### src/rtl/whc_pkg.sv
// Package for the word hash combiner: mixer constants and the operation record
// that travels from the front end through the queue to the back end.
// No dependencies.
package whc_pkg;

  localparam logic [31:0] SEED_INIT = 32'h56af121f;
  localparam logic [31:0] MIX_MUL   = 32'h045d9f3b;
  localparam logic [31:0] GOLDEN    = 32'h9e3779b9;

  typedef enum logic [1:0] {
    OP_SHORT = 2'd0,
    OP_FIRST = 2'd1,
    OP_FOLD  = 2'd2
  } op_kind_t;

  typedef struct packed {
    op_kind_t    kind;
    logic        last;
    logic [29:0] words;
    logic [31:0] word;
  } op_t;

endpackage

### src/rtl/whc_front.sv
// Front end of the word hash combiner: takes message items, tracks the word count
// and tail flag, and turns each item of a message into an operation for the back end.
// Depends on whc_pkg.
module whc_front (
  input  logic           clk,
  input  logic           rst,
  input  logic           take,
  input  logic [31:0]    data_word,
  input  logic [31:0]    message_bytes,
  input  logic           start_req,
  output logic           push,
  output whc_pkg::op_t   push_op
);

  logic [29:0] words_left;
  logic [29:0] words_left_next;
  logic        tail_pending;
  logic        tail_pending_next;
  logic        in_message;
  logic        in_message_next;
  logic [31:0] short_mask;
  logic [29:0] word_count;
  logic [29:0] first_left;
  logic        first_tail;

  assign word_count = message_bytes[31:2];
  assign first_left = word_count - 30'd1;
  assign first_tail = message_bytes[1:0] != 2'd0;

  always_comb begin
    unique case (message_bytes[1:0])
      2'd0:    short_mask = 32'h00000000;
      2'd1:    short_mask = 32'h000000ff;
      2'd2:    short_mask = 32'h0000ffff;
      default: short_mask = 32'h00ffffff;
    endcase
  end

  always_comb begin
    words_left_next   = words_left;
    tail_pending_next = tail_pending;
    in_message_next   = in_message;
    push              = 1'b0;
    push_op.kind      = whc_pkg::OP_FOLD;
    push_op.last      = 1'b0;
    push_op.words     = word_count;
    push_op.word      = data_word;
    priority if (start_req && (word_count == 30'd0)) begin
      push              = take;
      push_op.kind      = whc_pkg::OP_SHORT;
      push_op.last      = 1'b1;
      push_op.word      = (whc_pkg::SEED_INIT & ~short_mask) | (data_word & short_mask);
      words_left_next   = 30'd0;
      tail_pending_next = 1'b0;
      in_message_next   = 1'b0;
    end else if (start_req) begin
      push              = take;
      push_op.kind      = whc_pkg::OP_FIRST;
      push_op.last      = (first_left == 30'd0) && !first_tail;
      words_left_next   = first_left;
      tail_pending_next = first_tail;
      in_message_next   = !push_op.last;
    end else if (in_message) begin
      push = take;
      if (words_left != 30'd0) begin
        words_left_next = words_left - 30'd1;
        push_op.last    = (words_left_next == 30'd0) && !tail_pending;
      end else begin
        tail_pending_next = 1'b0;
        push_op.last      = 1'b1;
      end
      in_message_next = !push_op.last;
    end else begin
      push = 1'b0;
    end
  end

  always_ff @(posedge clk) begin
    if (rst) begin
      words_left   <= 30'd0;
      tail_pending <= 1'b0;
      in_message   <= 1'b0;
    end else if (take) begin
      words_left   <= words_left_next;
      tail_pending <= tail_pending_next;
      in_message   <= in_message_next;
    end
  end

`ifndef ASSERT_OFF
  a_idle_clean: assert property (@(posedge clk) disable iff (rst)
    !in_message |-> (words_left == 30'd0) && !tail_pending)
    else $error("front idle with words or tail still pending");
`endif

endmodule

### src/rtl/whc_queue.sv
// Short operation queue between the front end and the back end of the word
// hash combiner. Depends on whc_pkg.
module whc_queue #(
  parameter int DEPTH = 4
) (
  input  logic           clk,
  input  logic           rst,
  input  logic           push,
  input  whc_pkg::op_t   push_op,
  input  logic           pop,
  output logic           full,
  output logic           not_empty,
  output whc_pkg::op_t   pop_op
);

  localparam int AW = $clog2(DEPTH);
  localparam int CW = $clog2(DEPTH + 1);

  whc_pkg::op_t mem [DEPTH];
  logic [AW-1:0] wr_ptr;
  logic [AW-1:0] rd_ptr;
  logic [CW-1:0] count;

  assign full      = count == CW'(DEPTH);
  assign not_empty = count != CW'(0);
  assign pop_op    = mem[rd_ptr];

  always_ff @(posedge clk) begin
    if (push) begin
      mem[wr_ptr] <= push_op;
    end
  end

  always_ff @(posedge clk) begin
    if (rst) begin
      wr_ptr <= '0;
      rd_ptr <= '0;
      count  <= '0;
    end else begin
      if (push) begin
        wr_ptr <= (wr_ptr == AW'(DEPTH - 1)) ? '0 : wr_ptr + AW'(1);
      end
      if (pop) begin
        rd_ptr <= (rd_ptr == AW'(DEPTH - 1)) ? '0 : rd_ptr + AW'(1);
      end
      if (push && !pop) begin
        count <= count + CW'(1);
      end else if (pop && !push) begin
        count <= count - CW'(1);
      end
    end
  end

`ifndef ASSERT_OFF
  a_no_overflow: assert property (@(posedge clk) disable iff (rst)
    full |-> !push || pop)
    else $error("queue written while full");
  a_no_underflow: assert property (@(posedge clk) disable iff (rst)
    pop |-> not_empty)
    else $error("queue read while empty");
`endif

endmodule

### src/rtl/whc_back.sv
// Back end of the word hash combiner: a three-stage integer mixer followed by
// the seed combine and the result register. Depends on whc_pkg.
module whc_back (
  input  logic           clk,
  input  logic           rst,
  input  logic           op_ready,
  input  whc_pkg::op_t   op,
  output logic           pop,
  output logic           hash_valid,
  input  logic           hash_stall,
  output logic [31:0]    hash_value
);

  logic        advance;
  logic        a_valid;
  logic        b_valid;
  logic        c_valid;
  whc_pkg::op_kind_t a_kind;
  whc_pkg::op_kind_t b_kind;
  whc_pkg::op_kind_t c_kind;
  logic        a_last;
  logic        b_last;
  logic        c_last;
  logic [29:0] a_words;
  logic [29:0] b_words;
  logic [29:0] c_words;
  logic [31:0] a_x;
  logic [31:0] b_x;
  logic [31:0] c_t;
  logic [31:0] a_x_next;
  logic [31:0] b_x_next;
  logic [31:0] c_v;
  logic [31:0] c_t_next;
  logic [31:0] seed;
  logic [31:0] seed_next;
  logic [31:0] hash_next;

  assign advance = !(hash_valid && hash_stall);
  assign pop     = advance && op_ready;

  assign a_x_next = (op.word ^ (op.word >> 16)) * whc_pkg::MIX_MUL;
  assign b_x_next = (a_x ^ (a_x >> 16)) * whc_pkg::MIX_MUL;
  assign c_v      = b_x ^ (b_x >> 16);

  always_comb begin
    if (b_kind == whc_pkg::OP_SHORT) begin
      c_t_next = c_v;
    end else begin
      c_t_next = c_v + whc_pkg::GOLDEN + (c_v << 6) + (c_v >> 2);
    end
  end

  always_comb begin
    seed_next = seed;
    hash_next = seed;
    unique case (c_kind)
      whc_pkg::OP_SHORT: begin
        hash_next = c_t;
      end
      whc_pkg::OP_FIRST: begin
        seed_next = whc_pkg::SEED_INIT ^ {2'b00, c_words} ^ c_t;
        hash_next = seed_next;
      end
      whc_pkg::OP_FOLD: begin
        seed_next = seed ^ c_t;
        hash_next = seed_next;
      end
      default: begin
        seed_next = seed;
        hash_next = seed;
      end
    endcase
  end

  always_ff @(posedge clk) begin
    if (rst) begin
      a_valid    <= 1'b0;
      b_valid    <= 1'b0;
      c_valid    <= 1'b0;
      hash_valid <= 1'b0;
      seed       <= '0;
    end else if (advance) begin
      a_valid    <= op_ready;
      b_valid    <= a_valid;
      c_valid    <= b_valid;
      hash_valid <= c_valid && c_last;
      if (c_valid) begin
        seed <= seed_next;
      end
    end
  end

  always_ff @(posedge clk) begin
    if (advance) begin
      a_kind  <= op.kind;
      a_last  <= op.last;
      a_words <= op.words;
      a_x     <= a_x_next;
      b_kind  <= a_kind;
      b_last  <= a_last;
      b_words <= a_words;
      b_x     <= b_x_next;
      c_kind  <= b_kind;
      c_last  <= b_last;
      c_words <= b_words;
      c_t     <= c_t_next;
      if (c_valid) begin
        hash_value <= hash_next;
      end
    end
  end

`ifndef ASSERT_OFF
  a_seed_frozen: assert property (@(posedge clk) disable iff (rst)
    hash_valid && hash_stall |=> $stable(seed))
    else $error("seed changed while the result was held");
  a_result_from_last: assert property (@(posedge clk) disable iff (rst)
    advance && !(c_valid && c_last) |=> !hash_valid)
    else $error("result raised without a final operation");
`endif

endmodule

### src/rtl/word_hash_combine.sv
// Top level of the word hash combiner: front end, operation queue and back end.
// Depends on whc_pkg, whc_front, whc_queue and whc_back.
//
// A message enters on the item channel (item_valid / item_stall) as 32-bit
// little-endian words. The item with start_req set carries message_bytes and
// the first word; whole words follow, then one overlapping tail word when the
// length is not a multiple of four. Messages of zero to three bytes are a
// single item. The 32-bit hash leaves on the result channel (hash_valid /
// hash_stall) after the item that completes the message.
// One item is taken per cycle while item_stall is low. After its last item, a result
// passes the queue, the three mixer stages and the result register; the seed
// combine is only XOR logic on the final stage, so it does not limit the rate.
// While the receiver stalls, the result register holds and the back end
// freezes; the queue of QUEUE_DEPTH entries then fills and item_stall rises.
// Reset empties the queue and pipeline and abandons any message in progress.
module word_hash_combine #(
  parameter int QUEUE_DEPTH = 4
) (
  input  logic        clk,
  input  logic        rst,
  input  logic        item_valid,
  output logic        item_stall,
  input  logic [31:0] data_word,
  input  logic [31:0] message_bytes,
  input  logic        start_req,
  output logic        hash_valid,
  input  logic        hash_stall,
  output logic [31:0] hash_value
);

  logic         take;
  logic         push;
  logic         pop;
  logic         full;
  logic         op_ready;
  whc_pkg::op_t push_op;
  whc_pkg::op_t pop_op;

  assign item_stall = full;
  assign take       = item_valid && !full;

  whc_front u_front (
    .clk           (clk),
    .rst           (rst),
    .take          (take),
    .data_word     (data_word),
    .message_bytes (message_bytes),
    .start_req     (start_req),
    .push          (push),
    .push_op       (push_op)
  );

  whc_queue #(
    .DEPTH (QUEUE_DEPTH)
  ) u_queue (
    .clk       (clk),
    .rst       (rst),
    .push      (push),
    .push_op   (push_op),
    .pop       (pop),
    .full      (full),
    .not_empty (op_ready),
    .pop_op    (pop_op)
  );

  whc_back u_back (
    .clk        (clk),
    .rst        (rst),
    .op_ready   (op_ready),
    .op         (pop_op),
    .pop        (pop),
    .hash_valid (hash_valid),
    .hash_stall (hash_stall),
    .hash_value (hash_value)
  );

endmodule

### config.mk
export PLATFORM = sky130hd
export DESIGN_NAME = word_hash_combine
export DESIGN_NICKNAME = d
export VERILOG_FILES = /design/src/rtl/whc_pkg.sv /design/src/rtl/whc_front.sv /design/src/rtl/whc_queue.sv /design/src/rtl/whc_back.sv /design/src/rtl/word_hash_combine.sv
export SDC_FILE = /design/constraint.sdc
export NUM_CORES = 2
export LEC_CHECK = 0
export BUFFER_PORTS_ARGS = -buffer_cell sky130_fd_sc_hd__buf_2
export CAP_MARGIN = 20
export CORE_MARGIN = 2
export CORE_UTILIZATION = 50
export CTS_BUF_LIST = sky130_fd_sc_hd__clkbuf_8
export DETAILED_ROUTE_END_ITERATION = 10
export PLACE_DENSITY = 0.7
export SETUP_SLACK_MARGIN = 0.1
export SYNTH_ARGS = -nofsm -noshare
export SYNTH_HDL_FRONTEND = slang
export SYNTH_SLANG_ARGS = --single-unit
### constraint.sdc
create_clock -name clk -period 9.7 [get_ports clk]
set_clock_uncertainty 0.05 [all_clocks]
set_input_delay 1.455 -clock clk [delete_from_list [all_inputs] [get_ports clk]]
set_output_delay 1.455 -clock clk [all_outputs]
set_load 0.1 [all_outputs]
==> impl_results.md <==
- Run status: finished clean
- Post-Syn Area per Cell: 11.3 um2
- GRT overflow: 0
- Core area: 88,600 um2
- Initial antenna violation count: 7
- PostCTS Resize Cnt: 0
- Final worst path period share: 0.849
- Worst Path Arrival: 8620 ps
- Critical Path RT: 10,080 ps
- I/O pin count: 103
- Critical Path Source Type: flop
- Final nets: 5,037
- Slew Viols, Final: 0
- Slew HR: 0.292
- Post-Syn Instances: 3,978
- Worst Path Buf+Inv: 4
- Final ANT Viol Nets: 0
- Max-Cap Viols: 0
- Family with the most delay on the worst path: adder cells
- Syn. warnings: 0
- Synth area leader: edfxtp_1
- Die area: 92,200 um2
- CTS Hold Bufs: 0
- GRT Total Usage: 0.230
- Share of post-route cells with drive strength above 1: 0.0830
- Sequential area share after synthesis: 0.360
- GPL Wtd Cong: 1.00
- Largest net degree at the start of global routing: 89
- Metal3 WL: 6.56 mm
- Row cnt: 109
- Fin Hold WS: 363 ps
- Final WS setup: 1460 ps
- WL met2: 48.5 mm
- Via count: 28,700
- Hpwl dp: 79.6 mm
- Clock slew at reported path FFs: 70 ps
- Setup tns final: 0 ps
- Slowest stage delay, CP: 810 ps
- FMAX: 121 MHz
- DRC violations left: 0
- Main flop type after synthesis: edfxtp_1
- Nature of the critical path endpoint: flop
- Global-route wire length before repair: 163 mm
- Clock sinks: 564
- H-Tree Level Count: 3
- Post-layout util: 0.546
- Die X: 304 um
- DR pass1 iterations: 5
- Vert. Die Dim: 304 um
- Storage cell area: 16,200 um2
- Number of global-route vias before repair: 29,300
- Pre-CTS setup slack: 1430 ps
- Synth-to-layout area growth: 7.83%
- Cell area after synthesis: 44,900 um2
- Met1 Routed Length: 45.3 mm
- Yosys reg bits: 564
- FILL cells: 7,522
- Routed vias/inst: 5.37
- Most frequent CP cell: fa_1
- Yosys top cell area share: 0.326
- Critical-path top delay cell: xor2_1
- DR top layer: met5
- IO Port Bufs: 102
- RSZ-0062 raised after global routing: no
- CTS tree: yes
- Async set or reset register ratio after synthesis: 0
- CP Class: reg -> reg
- FF-to-FF setup slack: 1460 ps
- DR iter-0 viols: 2,079
- Worst-path cell chain: mux4_2 > xor2_1 > fa_1 > ha_1 > inv_1 > fa_1 > fa_1 > inv_1 > fa_1 > fa_1 > inv_1 > fa_1 > inv_1 > ha_1 > a21o_1 > a21oi_1 > a21boi_0 > a311oi_1 > o31ai_1 > a41oi_1 > a21oi_1 > xnor2_1
- EDFF count, synth: 487
- Setup bufs post-CTS: 0
- Synthesized netlist net count: 4,912
- Synth unique cells: 78
- Crit Path Max Fanout: 34
- Inserted Clock Buffers: 90
- Minimum clock period: 8240 ps
- Commonest non-fill, non-tap cell in the layout: inv_1
- Measured slew at the worst slew-check pin: 1060 ps
- Setup violations, final: 0
- Multi-input gate area: 24,800 um2
- Worst skew pair latency: 750 ps
- Routed WL: 103 mm
- Drt wl/cell: 19.3 um
- Hold Violations, Final: 0
- Max clock buf depth: 3
- Top post-synthesis cells by area: edfxtp_1 33%, fa_1 21%, ha_1 11%
- Commonest non-fill, non-tap cells in the layout: 963 x inv_1, 487 x edfxtp_1, 460 x fa_1
- Initial Util: 0.506
- Root buffer cell: clkbuf_8
- Hold Crit Class: reg -> reg
cell usage after synthesis (all sizes together) (24+ instances only):
| master | n |
|---|---|
| dfxtp | 77 |
| clkbuf | 81 |
| nor3 | 54 |
| a21oi | 145 |
| ha | 405 |
| fa | 460 |
| a31oi | 41 |
| o21a | 41 |
| nand2b | 33 |
| nand2 | 119 |
| mux4 | 66 |
| nor2 | 214 |
| a21o | 31 |
| edfxtp | 487 |
| mux2i | 24 |
| xnor2 | 176 |
| o21ai | 155 |
| xor2 | 90 |
| o211ai | 35 |
| inv | 926 |
stage by stage:
step	instance area, um2	std cells
2_1_floorplan	44900	3978
3_3_place_gp	46700	5173
3_5_place_dp	46700	5173
4_1_cts	48300	5332
5_1_grt	48400	5338
6_report	48400	5338
cell families after synthesis:
logic type / after synthesis / synth area share
XOR/XNOR: 267 / 0.0524
multiplexers: 90 / 0.0385
buffers and inverters: 1029 / 0.0871
AO/OA/AOI/OAI: 553 / 0.0760
AND/OR/NAND/NOR: 610 / 0.0676
flip-flops: 564 / 0.360
adder cells (fa/ha/maj): 865 / 0.318
flip-flops by register name, summed over array words and instances, names as in the netlist, 2 cells and up, named ones only:
signal and count:
u_back.a_kind 2, u_back.hash_value 32, u_back.c_t 32, u_queue.wr_ptr 2, u_back.c_kind 2, u_back.a_words 30, u_queue.rd_ptr 2, u_back.b_kind 2
u_back.c_words 30, u_back.b_x 32, u_back.a_x 32, u_queue.count 3, u_queue.mem 260, u_front.words_left 30, u_back.seed 32, u_back.b_words 30
layout make-up:
type,count,area share
multi-input cells,2385,0.514
flip-flops and latches,564,0.334
inverters,926,0.0718
well taps,1165,0.0301
clock buffers,91,0.0259
repair buffers,136,0.0166
clock inverters,68,0.00765
diodes,3,0.000155
final timing paths:
| path | startpoint | to | cells past startpoint |
|---|---|---|---|
| worst min register to register | u_back.b_words[29] | u_back.c_words[29] | 0 |
| worst min-delay path | u_back.b_words[29] | u_back.c_words[29] | 0 |
| worst max-delay path | flop | u_back.a_x[31] | 22 |
| worst max register to register | flop | u_back.a_x[31] | 22 |
per-layer routing:
metal  up-vias  global-route usage
li1      13400                   -
met1     14300               0.323
met2       842               0.374
met3       154              0.0392
met4         8              0.0558
met5         -                   0
Power is left out: the tool's default activity adds up to more than one toggle a clock period on the data nets, which glitch-free logic cannot reach.
